<file path="config.mk">
export PLATFORM = sky130hd
export DESIGN_NAME = framed_point_receiver_with_ack_top_flat
export DESIGN_NICKNAME = d
export VERILOG_FILES = /design/src/design/fpr_pkg.sv /design/src/design/fpr_if.sv /design/src/design/fpr_store.sv /design/src/design/fpr_parser.sv /design/src/design/fpr_ack_tx.sv /design/src/design/framed_point_receiver_with_ack_top.sv /design/src/flat_wrapper.sv
export VERILOG_INCLUDE_DIRS = /design/src /design/src/design
export SDC_FILE = /design/constraint.sdc
export NUM_CORES = 1
export LEC_CHECK = 0
export BUFFER_PORTS_ARGS = -buffer_cell sky130_fd_sc_hd__buf_2
export CAP_MARGIN = 25
export CORE_ASPECT_RATIO = 1.2
export CORE_MARGIN = 2
export CORE_UTILIZATION = 48
export CTS_BUF_LIST = sky130_fd_sc_hd__clkbuf_4
export DETAILED_ROUTE_END_ITERATION = 16
export GPL_ROUTABILITY_DRIVEN = 0
export GPL_TIMING_DRIVEN = 1
export REMOVE_ABC_BUFFERS = 1
export SYNTH_ARGS = -nofsm -noshare
export SYNTH_HDL_FRONTEND = slang
export SYNTH_SLANG_ARGS = --single-unit
</file>
<file path="constraint.sdc">
create_clock -name clk_i -period 3.05 [get_ports clk_i]
set_input_delay 0.7625 -clock clk_i [delete_from_list [all_inputs] [get_ports clk_i]]
set_output_delay 0.7625 -clock clk_i [all_outputs]
set_load 0.01 [all_outputs]
</file>
<file path="src/design/assert_macros.svh">
// ----------------------------------------------------------------------------
// Assertion macros
// Shared concurrent assertion forms, clocked on clk_i, quiet in reset.
// ----------------------------------------------------------------------------
`ifndef ASSERT_MACROS_SVH
`define ASSERT_MACROS_SVH

// Check a property on every clock edge out of reset
`define FPR_ASSERT(lbl, prop, msg) \
  lbl: assert property (@(posedge clk_i) disable iff (!rst_ni) (prop)) \
    else $error(msg);

// Check that a condition is followed by another on the next cycle
`define FPR_ASSERT_NEXT(lbl, ante, cons, msg) \
  lbl: assert property (@(posedge clk_i) disable iff (!rst_ni) (ante) |=> (cons)) \
    else $error(msg);

`endif

</file>
<file path="src/design/fpr_pkg.sv">
// ----------------------------------------------------------------------------
// fpr_pkg
// Constants shared by the framed point receiver and its acknowledgement path.
// ----------------------------------------------------------------------------
`timescale 1ns / 1ps

package fpr_pkg;

  // Default number of payload bytes echoed back
  localparam int unsigned EchoBytesDef = 8;

  // Frame marker and type codes
  localparam logic [7:0] START_A  = 8'hAA;
  localparam logic [7:0] START_B  = 8'h55;
  localparam logic [7:0] KIND_PT  = 8'h01;
  localparam logic [7:0] KIND_ACK = 8'h81;

endpackage

</file>
<file path="src/design/fpr_if.sv">
// ----------------------------------------------------------------------------
// fpr_rx_if / fpr_tx_if
// Valid/ready channels for received bytes and acknowledgement bytes.
// ----------------------------------------------------------------------------
`timescale 1ns / 1ps

interface fpr_rx_if;
  logic       valid;
  logic       ready;
  logic [7:0] rx_byte;

  modport source (output valid, output rx_byte, input ready);
  modport sink   (input valid, input rx_byte, output ready);
endinterface

interface fpr_tx_if;
  logic       valid;
  logic       ready;
  logic [7:0] tx_byte;
  logic       frame_end;

  modport source (output valid, output tx_byte, output frame_end, input ready);
  modport sink   (input valid, input tx_byte, input frame_end, output ready);
endinterface

</file>
<file path="src/design/fpr_store.sv">
// ----------------------------------------------------------------------------
// fpr_store
// Payload store: one write port, one read port, registered read data.
// ----------------------------------------------------------------------------
`timescale 1ns / 1ps

module fpr_store
  import fpr_pkg::*;
#(
  parameter int unsigned Depth = EchoBytesDef,
  parameter int unsigned IdxW  = (Depth > 1) ? $clog2(Depth) : 1
) (
  input  logic            clk_i,
  input  logic            wr_en_i,
  input  logic [IdxW-1:0] wr_addr_i,
  input  logic [7:0]      wr_data_i,
  input  logic            rd_en_i,
  input  logic [IdxW-1:0] rd_addr_i,
  output logic [7:0]      rd_data_o
);

  logic [7:0] mem_q [Depth];
  logic [7:0] rd_data_q;

  // Write a payload word
  always_ff @(posedge clk_i) begin
    if (wr_en_i) begin
      mem_q[wr_addr_i] <= wr_data_i;
    end
  end

  // Registered read, updated only while rd_en_i is high
  always_ff @(posedge clk_i) begin
    if (rd_en_i) begin
      rd_data_q <= mem_q[rd_addr_i];
    end
  end

  assign rd_data_o = rd_data_q;

endmodule

</file>
<file path="src/design/fpr_parser.sv">
// ----------------------------------------------------------------------------
// fpr_parser
// Frame parser: finds start bytes, tracks type, length and running XOR,
// writes the first payload words to the store and flags a good point frame.
// ----------------------------------------------------------------------------
`timescale 1ns / 1ps

module fpr_parser
  import fpr_pkg::*;
#(
  parameter int unsigned EchoBytes = EchoBytesDef,
  parameter int unsigned IdxW      = 3
) (
  input  logic            clk_i,
  input  logic            rst_ni,
  input  logic            accept_i,
  input  logic [7:0]      rx_byte_i,
  output logic            wr_en_o,
  output logic [IdxW-1:0] wr_addr_o,
  output logic [7:0]      wr_data_o,
  output logic            ack_start_o
);

  localparam logic [2:0] PH_WAIT_A = 3'd0;
  localparam logic [2:0] PH_WAIT_B = 3'd1;
  localparam logic [2:0] PH_KIND   = 3'd2;
  localparam logic [2:0] PH_LEN    = 3'd3;
  localparam logic [2:0] PH_DATA   = 3'd4;
  localparam logic [2:0] PH_CHECK  = 3'd5;

  localparam logic [7:0] EchoLen = 8'(EchoBytes);

  logic [2:0] phase_q, phase_d;
  logic [7:0] kind_q, kind_d;
  logic [7:0] len_q, len_d;
  logic [7:0] seen_q, seen_d;
  logic [7:0] chk_q, chk_d;
  logic [7:0] seen_inc;

  assign seen_inc = seen_q + 8'd1;

  // Advance the frame state on each accepted word
  always_comb begin
    phase_d     = phase_q;
    kind_d      = kind_q;
    len_d       = len_q;
    seen_d      = seen_q;
    chk_d       = chk_q;
    wr_en_o     = 1'b0;
    ack_start_o = 1'b0;
    if (accept_i) begin
      unique case (phase_q)
        PH_WAIT_B: begin
          phase_d = (rx_byte_i == START_B) ? PH_KIND : PH_WAIT_A;
        end
        PH_KIND: begin
          kind_d  = rx_byte_i;
          chk_d   = rx_byte_i;
          phase_d = PH_LEN;
        end
        PH_LEN: begin
          len_d   = rx_byte_i;
          chk_d   = chk_q ^ rx_byte_i;
          seen_d  = 8'd0;
          phase_d = (rx_byte_i == 8'd0) ? PH_CHECK : PH_DATA;
        end
        PH_DATA: begin
          wr_en_o = (seen_q < EchoLen);
          chk_d   = chk_q ^ rx_byte_i;
          seen_d  = seen_inc;
          if (seen_inc == len_q) begin
            phase_d = PH_CHECK;
          end
        end
        PH_CHECK: begin
          ack_start_o = (rx_byte_i == chk_q) && (kind_q == KIND_PT) && (len_q == EchoLen);
          phase_d     = PH_WAIT_A;
        end
        default: begin
          phase_d = (rx_byte_i == START_A) ? PH_WAIT_B : PH_WAIT_A;
        end
      endcase
    end
  end

  assign wr_addr_o = seen_q[IdxW-1:0];
  assign wr_data_o = rx_byte_i;

  // Hold frame state
  always_ff @(posedge clk_i or negedge rst_ni) begin
    if (!rst_ni) begin
      phase_q <= PH_WAIT_A;
      kind_q  <= 8'd0;
      len_q   <= 8'd0;
      seen_q  <= 8'd0;
      chk_q   <= 8'd0;
    end else begin
      phase_q <= phase_d;
      kind_q  <= kind_d;
      len_q   <= len_d;
      seen_q  <= seen_d;
      chk_q   <= chk_d;
    end
  end

endmodule

</file>
<file path="src/design/fpr_ack_tx.sv">
// ----------------------------------------------------------------------------
// fpr_ack_tx
// Acknowledgement sequencer: steps through header, stored payload and check
// word, reading the store one position ahead so payload words never stall.
// ----------------------------------------------------------------------------
`timescale 1ns / 1ps

module fpr_ack_tx
  import fpr_pkg::*;
#(
  parameter int unsigned EchoBytes = EchoBytesDef,
  parameter int unsigned IdxW      = 3
) (
  input  logic            clk_i,
  input  logic            rst_ni,
  input  logic            start_i,
  output logic            busy_o,
  output logic            rd_en_o,
  output logic [IdxW-1:0] rd_addr_o,
  input  logic [7:0]      rd_data_i,
  fpr_tx_if.source        tx_o
);

  localparam int unsigned ChkPosI = EchoBytes + 4;
  localparam int unsigned PosW    = $clog2(ChkPosI + 1);
  localparam logic [PosW-1:0] ChkPos   = PosW'(ChkPosI);
  localparam logic [PosW-1:0] FirstPay = PosW'(4);
  localparam logic [7:0]      EchoLen  = 8'(EchoBytes);

  logic            active_q, active_d;
  logic [PosW-1:0] pos_q, pos_d;
  logic [7:0]      chk_q, chk_d;
  logic            out_valid_q, out_valid_d;
  logic [7:0]      out_byte_q, out_byte_d;
  logic            out_end_q, out_end_d;
  logic            load;
  logic            is_payload;
  logic [PosW-1:0] rd_pos;
  logic [7:0]      sel_byte;

  assign load       = active_q && (!out_valid_q || tx_o.ready);
  assign is_payload = (pos_q >= FirstPay) && (pos_q < ChkPos);

  // Pick the word for the current position
  always_comb begin
    if (pos_q == PosW'(0)) begin
      sel_byte = START_A;
    end else if (pos_q == PosW'(1)) begin
      sel_byte = START_B;
    end else if (pos_q == PosW'(2)) begin
      sel_byte = KIND_ACK;
    end else if (pos_q == PosW'(3)) begin
      sel_byte = EchoLen;
    end else if (pos_q == ChkPos) begin
      sel_byte = chk_q;
    end else begin
      sel_byte = rd_data_i;
    end
  end

  // Advance position, running check and output register
  always_comb begin
    active_d    = active_q;
    pos_d       = pos_q;
    chk_d       = chk_q;
    out_valid_d = out_valid_q;
    out_byte_d  = out_byte_q;
    out_end_d   = out_end_q;
    if (out_valid_q && tx_o.ready) begin
      out_valid_d = 1'b0;
    end
    if (start_i) begin
      active_d = 1'b1;
      pos_d    = '0;
      chk_d    = KIND_ACK ^ EchoLen;
    end else if (load) begin
      out_valid_d = 1'b1;
      out_byte_d  = sel_byte;
      out_end_d   = (pos_q == ChkPos);
      pos_d       = pos_q + PosW'(1);
      if (is_payload) begin
        chk_d = chk_q ^ rd_data_i;
      end
      if (pos_q == ChkPos) begin
        active_d = 1'b0;
      end
    end
  end

  // Fetch the payload word for the next position
  assign rd_pos    = pos_d - FirstPay;
  assign rd_en_o   = (pos_d >= FirstPay) && (pos_d < ChkPos);
  assign rd_addr_o = rd_pos[IdxW-1:0];

  always_ff @(posedge clk_i or negedge rst_ni) begin
    if (!rst_ni) begin
      active_q    <= 1'b0;
      out_valid_q <= 1'b0;
      pos_q       <= '0;
    end else begin
      active_q    <= active_d;
      out_valid_q <= out_valid_d;
      pos_q       <= pos_d;
    end
  end

  // Hold payload registers
  always_ff @(posedge clk_i) begin
    chk_q      <= chk_d;
    out_byte_q <= out_byte_d;
    out_end_q  <= out_end_d;
  end

  assign busy_o       = active_q;
  assign tx_o.valid     = out_valid_q;
  assign tx_o.tx_byte   = out_byte_q;
  assign tx_o.frame_end = out_end_q;

endmodule

</file>
<file path="src/design/framed_point_receiver_with_ack_top.sv">
// ----------------------------------------------------------------------------
// framed_point_receiver_with_ack_top
// Serial frame receiver that answers a good point frame with an echo frame.
// ----------------------------------------------------------------------------
// The block takes one received word per cycle while no acknowledgement is
// being produced. After the check word of a good point frame (type 0x01,
// length EchoBytes) the input stalls while EchoBytes + 5 acknowledgement
// words are loaded into the output register, one a cycle when the sink takes
// them at once; the pace is set by the sink alone, as the payload store is
// read one position ahead and never holds a word back. The last word is
// queued in the output register and the input is open again as it waits to
// be taken.
`timescale 1ns / 1ps

`include "assert_macros.svh"

module framed_point_receiver_with_ack_top
  import fpr_pkg::*;
#(
  parameter int unsigned EchoBytes = EchoBytesDef
) (
  input  logic     clk_i,
  input  logic     rst_ni,
  fpr_rx_if.sink   rx_i,
  fpr_tx_if.source tx_o
);

  localparam int unsigned IdxW = (EchoBytes > 1) ? $clog2(EchoBytes) : 1;

  logic            accept;
  logic            ack_start;
  logic            ack_busy;
  logic            wr_en;
  logic [IdxW-1:0] wr_addr;
  logic [7:0]      wr_data;
  logic            rd_en;
  logic [IdxW-1:0] rd_addr;
  logic [7:0]      rd_data;

  // Take input words only while no acknowledgement is running
  assign rx_i.ready = !ack_busy;
  assign accept     = rx_i.valid && rx_i.ready;

  fpr_parser #(
    .EchoBytes (EchoBytes),
    .IdxW      (IdxW)
  ) u_parser (
    .clk_i       (clk_i),
    .rst_ni      (rst_ni),
    .accept_i    (accept),
    .rx_byte_i   (rx_i.rx_byte),
    .wr_en_o     (wr_en),
    .wr_addr_o   (wr_addr),
    .wr_data_o   (wr_data),
    .ack_start_o (ack_start)
  );

  fpr_store #(
    .Depth (EchoBytes),
    .IdxW  (IdxW)
  ) u_store (
    .clk_i     (clk_i),
    .wr_en_i   (wr_en),
    .wr_addr_i (wr_addr),
    .wr_data_i (wr_data),
    .rd_en_i   (rd_en),
    .rd_addr_i (rd_addr),
    .rd_data_o (rd_data)
  );

  fpr_ack_tx #(
    .EchoBytes (EchoBytes),
    .IdxW      (IdxW)
  ) u_ack_tx (
    .clk_i     (clk_i),
    .rst_ni    (rst_ni),
    .start_i   (ack_start),
    .busy_o    (ack_busy),
    .rd_en_o   (rd_en),
    .rd_addr_o (rd_addr),
    .rd_data_i (rd_data),
    .tx_o      (tx_o)
  );

  // A new acknowledgement never starts on top of a running one
  `FPR_ASSERT(a_start_idle, !(ack_start && ack_busy), "ack start while busy")
  // The sequencer picks up a start on the next cycle
  `FPR_ASSERT_NEXT(a_start_busy, ack_start, ack_busy, "ack start not taken")
  // The store is never written while it is being read out
  `FPR_ASSERT(a_no_wr_busy, !(wr_en && ack_busy), "store write during ack")

endmodule

</file>
<file path="src/flat_wrapper.sv">
// flat-port wrapper written by rule: the top's interface ports become plain ports
module framed_point_receiver_with_ack_top_flat import fpr_pkg::*;
#(
  parameter int unsigned EchoBytes = EchoBytesDef
)
  (clk_i, rst_ni, rx_i_valid, rx_i_rx_byte, rx_i_ready, tx_o_valid, tx_o_tx_byte, tx_o_frame_end, tx_o_ready);
  fpr_rx_if rx_i_i ();
  fpr_tx_if tx_o_i ();
  input  logic clk_i;
  input  logic rst_ni;
  input wire logic [$bits(rx_i_i.valid)-1:0] rx_i_valid;
  input wire logic [$bits(rx_i_i.rx_byte)-1:0] rx_i_rx_byte;
  output wire logic [$bits(rx_i_i.ready)-1:0] rx_i_ready;
  output wire logic [$bits(tx_o_i.valid)-1:0] tx_o_valid;
  output wire logic [$bits(tx_o_i.tx_byte)-1:0] tx_o_tx_byte;
  output wire logic [$bits(tx_o_i.frame_end)-1:0] tx_o_frame_end;
  input wire logic [$bits(tx_o_i.ready)-1:0] tx_o_ready;
  assign rx_i_i.valid = rx_i_valid;
  assign rx_i_i.rx_byte = rx_i_rx_byte;
  assign rx_i_ready = rx_i_i.ready;
  assign tx_o_valid = tx_o_i.valid;
  assign tx_o_tx_byte = tx_o_i.tx_byte;
  assign tx_o_frame_end = tx_o_i.frame_end;
  assign tx_o_i.ready = tx_o_ready;
  framed_point_receiver_with_ack_top #(.EchoBytes(EchoBytes)) u_core (.clk_i(clk_i), .rst_ni(rst_ni), .rx_i(rx_i_i), .tx_o(tx_o_i));
endmodule
</file>
==> Implementation_results.wiki <==
{| class="wikitable"
! Metric !! Value
|-
| Number of non-filler instances in the completed layout || 801
|-
| Synthesized area per cell || 11.3 um2
|-
| Run status || completed
|-
| Number of flops mapped to enable cells by yosys || 81
|-
| Iteration-0 DRC count of the detailed router || 396
|-
| Fraction of the core area covered by cells at the end of the flow || 54.0%
|-
| Period utilisation layout || 87.2%
|-
| Main area contributors after synthesis || sky130_fd_sc_hd__edfxtp_1 37%, sky130_fd_sc_hd__dfrtp_1 16%, sky130_fd_sc_hd__mux2i_1 6.4%
|-
| Mapped cell area || 6610 um2
|-
| Vias per inst || 6.01
|-
| Count of vias placed by the detailed router || 4818
|-
| Number of DRC violations after detailed routing || 0
|-
| Top cell type's share of synthesized area || 36.8%
|-
| Min cycle time layout || 2.66 ns
|-
| # Post-CTS Setup Buffers || 0
|-
| Global routing usage summed across all routing layers || 22.2%
|-
| Delay-heaviest family, CP || simple AND/OR/NAND/NOR gates
|-
| Final-layout worst hold slack || 0.240 ns
|-
| Die Span X || 111 um
|-
| Total routed wirelength || 15600 um
|-
| Vias in the first global route || 4809
|-
| Min-Delay Path Class || input port to asynchronous set/reset pin
|-
| Static leakage power || 2.74 nW
|-
| Slowest cell on the critical path || sky130_fd_sc_hd__dfrtp_1
|-
| Number of nets in the layout || 639
|-
| Synth area leader || sky130_fd_sc_hd__edfxtp_1
|-
| Ant. Diodes || 0
|-
| Cells after DPL || 769
|-
| Number of buffer and inverter stages on the critical path || 3
|-
| Vertical die dimension || 133 um
|-
| Max-Cap Viols || 0
|-
| Synthesized netlist cell count || 587
|-
| Main combinational cell family by area after synthesis || compound AO/OA/AOI/OAI gates
|-
| Worst Tran Pin Value || 0.710 ns
|-
| Largest voltage drop on the vdd net || 0.254 mV
|-
| Skew-Pair Late Insertion Delay || 0.56 ns
|-
| Synthesized-area fraction occupied by ao, oa, aoi and oai cells || 14.2%
|-
| Post-detail-place hpwl || 10900 um
|-
| Number of max-slew violations in the final report || 0
|-
| Area inside the core boundary || 13400 um2
|-
| Number of nets with antenna violations after routing || 0
|-
| FP Rows || 46
|-
| Quantity of hold-fixing buffers added after cts || 0
|-
| Count of final hold-check violations || 0
|-
| Relative slew margins || 52.6%
|-
| Post-synthesis mux area share || 9.77%
|-
| Peak clock frequency supported by timing || 0.376 GHz
|-
| Most common flop cell mapped by yosys || sky130_fd_sc_hd__edfxtp_1
|-
| CTS HTree Levels || 4
|-
| Critical Path RT || 3.46 ns
|-
| Yosys warning total || 0
|-
| TritonCTS clock tree || built
|-
| Total placed instance area || 6990 um2
|-
| Most frequent cells after synthesis || 81 x sky130_fd_sc_hd__edfxtp_1, 50 x sky130_fd_sc_hd__a21oi_1, 42 x sky130_fd_sc_hd__mux2i_1, 41 x sky130_fd_sc_hd__dfrtp_1, 35 x sky130_fd_sc_hd__nand2_1
|-
| # port buffers || 22
|-
| Sequential-to-total area share from yosys stat || 54.8%
|-
| Startpoint of the worst-slack reg-to-reg timing path || u_core.u_ack_tx.pos_q[1]$_DFF_PN0_
|-
| Clock root buffer || sky130_fd_sc_hd__clkbuf_4
|-
| Drt wl/cell || 19.5 um
|-
| Setup skew after layout || 0.0176 ns
|-
| Io pins || 23
|-
| Number of clock buffers inserted by TritonCTS || 17
|-
| Highest cell delay on the worst timing path || 0.40 ns
|-
| Type of the setup path with the least slack || flip-flop to flip-flop
|-
| Area of all placed cells without fillers || 7200 um2
|-
| Congestion Overflow GR || 0
|-
| Biggest fanout along the worst timing path || 13
|-
| Filler cell count in the final layout || 1195
|-
| Number of antenna violations at the first check in global routing || 0
|-
| CP arrival || 3.07 ns
|-
| Proportion of synthesized flip-flops having asynchronous set or reset || 31.5%
|-
| Ordered cell list for the critical path || buf_4, inv_2, ha_1, buf_4, nor4_1, a31oi_1, nor2_1, o21ai_0, a32oi_1
|-
| Kind of end point of the critical path || flip-flop
|-
| Fraction of synthesized cell area in xor and xnor cells || 3.71%
|-
| Critical Path Start Type || flip-flop
|-
| Clock Sinks || 130
|-
| Tot Pwr || 3.02 mW
|-
| Post-Synth Simple-Gate Area || 13.0%
|-
| Power density cells || 419 nW/um2
|-
| Fraction of final layout cells with drive strength greater than 1 || 17.9%
|-
| Largest net degree at the start of global routing || 40
|-
| Maximum buffer depth of the clock tree || 2
|-
| Number of synthesized register bits || 130
|-
| RSZ-0062 raised after global routing || no
|-
| Clock-pin slew on the worst setup and hold paths || 0.11 ns
|-
| Starting utilization of the core area || 49.5%
|-
| Worst setup path startpoint || u_core.u_ack_tx.pos_q[1]$_DFF_PN0_
|-
| Cells resized by post-CTS repair || 0
|-
| Most frequent cell after synthesis || sky130_fd_sc_hd__edfxtp_1
|-
| Die area || 14700 um2
|-
| Worst path setup slack after routing || 0.391 ns
|-
| Setup TNS after final layout || 0 ns
|-
| Library cell appearing most often on the critical path || sky130_fd_sc_hd__buf_4
|-
| Final setup viols || 0
|-
| Area Growth Syn to Fin || 9.03%
|-
| Area share of fa/ha/maj cells after synthesis || 1.33%
|-
| Setup slack after placement || 0.278 ns
|-
| Unique cell type count in the Yosys netlist || 57
|-
| DRT Pass-1 Iters || 6
|-
| First-pass GRT wire length || 25200 um
|}
-- sequential cells by signal (all words and copies together) (netlist names) --
register and cells:
u_core.u_store.mem_q 64, u_core.u_ack_tx.chk_q 8, u_core.u_ack_tx.tx_o.tx_byte 8, u_core.u_parser.chk_q 8
u_core.u_parser.kind_q 8, u_core.u_parser.len_q 8, u_core.u_parser.seen_q 8, u_core.u_store.rd_data_o 8
u_core.u_ack_tx.pos_q 4, u_core.u_parser.phase_q 3, u_core.u_ack_tx.busy_o 1, u_core.u_ack_tx.tx_o.frame_end 1
u_core.u_ack_tx.tx_o.valid 1
-- worst paths after layout --
kind                            slack, ns                                    end  depth (start not counted)
worst max-delay path                 0.39  u_core.u_store.rd_data_o[6]$_DFFE_PP_                          9
max in group asynchronous            2.18  u_core.u_parser.seen_q[7]$_DFFE_PN0P_                          2
min in group clk_i                   0.51  u_core.u_parser.kind_q[0]$_DFFE_PN0P_                          1
worst min-delay path                 0.24   u_core.u_parser.chk_q[2]$_DFFE_PN0P_                          1
worst min register to register       0.51  u_core.u_parser.kind_q[0]$_DFFE_PN0P_                          1
worst max register to register       0.39  u_core.u_store.rd_data_o[6]$_DFFE_PP_                          9
-- kinds of logic (layout without fill, tap and decap cells) --
family                   Yosys count  after routing
adder cells (fa/ha/maj)            7              7
AO/OA/AOI/OAI                    148            148
flip-flops                       130            130
multiplexers                      62             62
XOR/XNOR                          28             28
AND/OR/NAND/NOR                  163            163
buffers and inverters             49             95
-- worst register-to-register path: cells and delay by family, from the launching register on --
family	cells	cell delay [ns]
AOI/OAI and AO/OA	3	0.50
DFF	1	0.40
buffers and inverters	3	0.57
and+or+nand+nor	2	0.74
adders and majority gates	1	0.30
-- cell type report --
cell class | count | area [um2] | area share, %
flip-flops and latches | 130 | 3620 | 50.2
well taps | 168 | 210 | 2.92
multi-input cells | 408 | 2780 | 38.6
repair buffers | 53 | 343 | 4.76
clock inverters | 9 | 43.8 | 0.608
clock buffers | 23 | 173 | 2.40
inverters | 10 | 37.5 | 0.521
-- report_power, final --
part,switching [mW],total (mW),leakage [nW],internal (mW)
combinational,0.0818,0.136,1.26,0.0546
sequential,0.0237,1.91,1.34,1.89
clock,0.606,0.970,0.140,0.364
total,0.711,3.02,2.74,2.31
-- cell usage in the layout (no fill, tap or decap), types with 5 or more instances in the layout --
| cell type | netlist | routed |
|---|---|---|
| sky130_fd_sc_hd__mux2i_1 | 42 | 42 |
| sky130_fd_sc_hd__ha_1 | 7 | 7 |
| sky130_fd_sc_hd__buf_4 | 1 | 31 |
| sky130_fd_sc_hd__nand3_1 | 13 | 13 |
| sky130_fd_sc_hd__nand4_1 | 6 | 6 |
| sky130_fd_sc_hd__a22oi_1 | 14 | 14 |
| sky130_fd_sc_hd__o31ai_1 | 5 | 5 |
| sky130_fd_sc_hd__xor2_1 | 12 | 12 |
| sky130_fd_sc_hd__edfxtp_1 | 81 | 81 |
| sky130_fd_sc_hd__nor2_1 | 34 | 34 |
| sky130_fd_sc_hd__a31oi_1 | 5 | 5 |
| sky130_fd_sc_hd__dfrtp_1 | 41 | 40 |
| sky130_fd_sc_hd__nor3_1 | 21 | 21 |
| sky130_fd_sc_hd__nand2b_1 | 10 | 10 |
| sky130_fd_sc_hd__a21oi_1 | 50 | 50 |
| sky130_fd_sc_hd__dfxtp_1 | 8 | 8 |
| sky130_fd_sc_hd__and4_1 | 8 | 8 |
| sky130_fd_sc_hd__o21ai_0 | 28 | 28 |
| sky130_fd_sc_hd__inv_1 | 9 | 9 |
| sky130_fd_sc_hd__buf_2 | 7 | 22 |
| sky130_fd_sc_hd__xnor2_1 | 16 | 16 |
| sky130_fd_sc_hd__a311oi_1 | 7 | 7 |
| sky130_fd_sc_hd__and3_1 | 5 | 5 |
| sky130_fd_sc_hd__clkbuf_4 | 0 | 23 |
| sky130_fd_sc_hd__nor2b_1 | 7 | 7 |
| sky130_fd_sc_hd__nand2_1 | 35 | 35 |
| sky130_fd_sc_hd__mux2_2 | 20 | 20 |
| sky130_fd_sc_hd__a211oi_1 | 12 | 12 |
| sky130_fd_sc_hd__o22ai_1 | 7 | 7 |
-- metal layers --
layer | global-route usage, % | vias to the layer above | wire length (um)
li1 | - | 2299 | -
met1 | 24.7 | 2332 | 6080
met2 | 39.8 | 147 | 8070
met3 | 4.99 | 40 | 771
met4 | 11.4 | 0 | 724
met5 | 0 | - | 0
No activity file was read; power rests on OpenSTA's default activity.
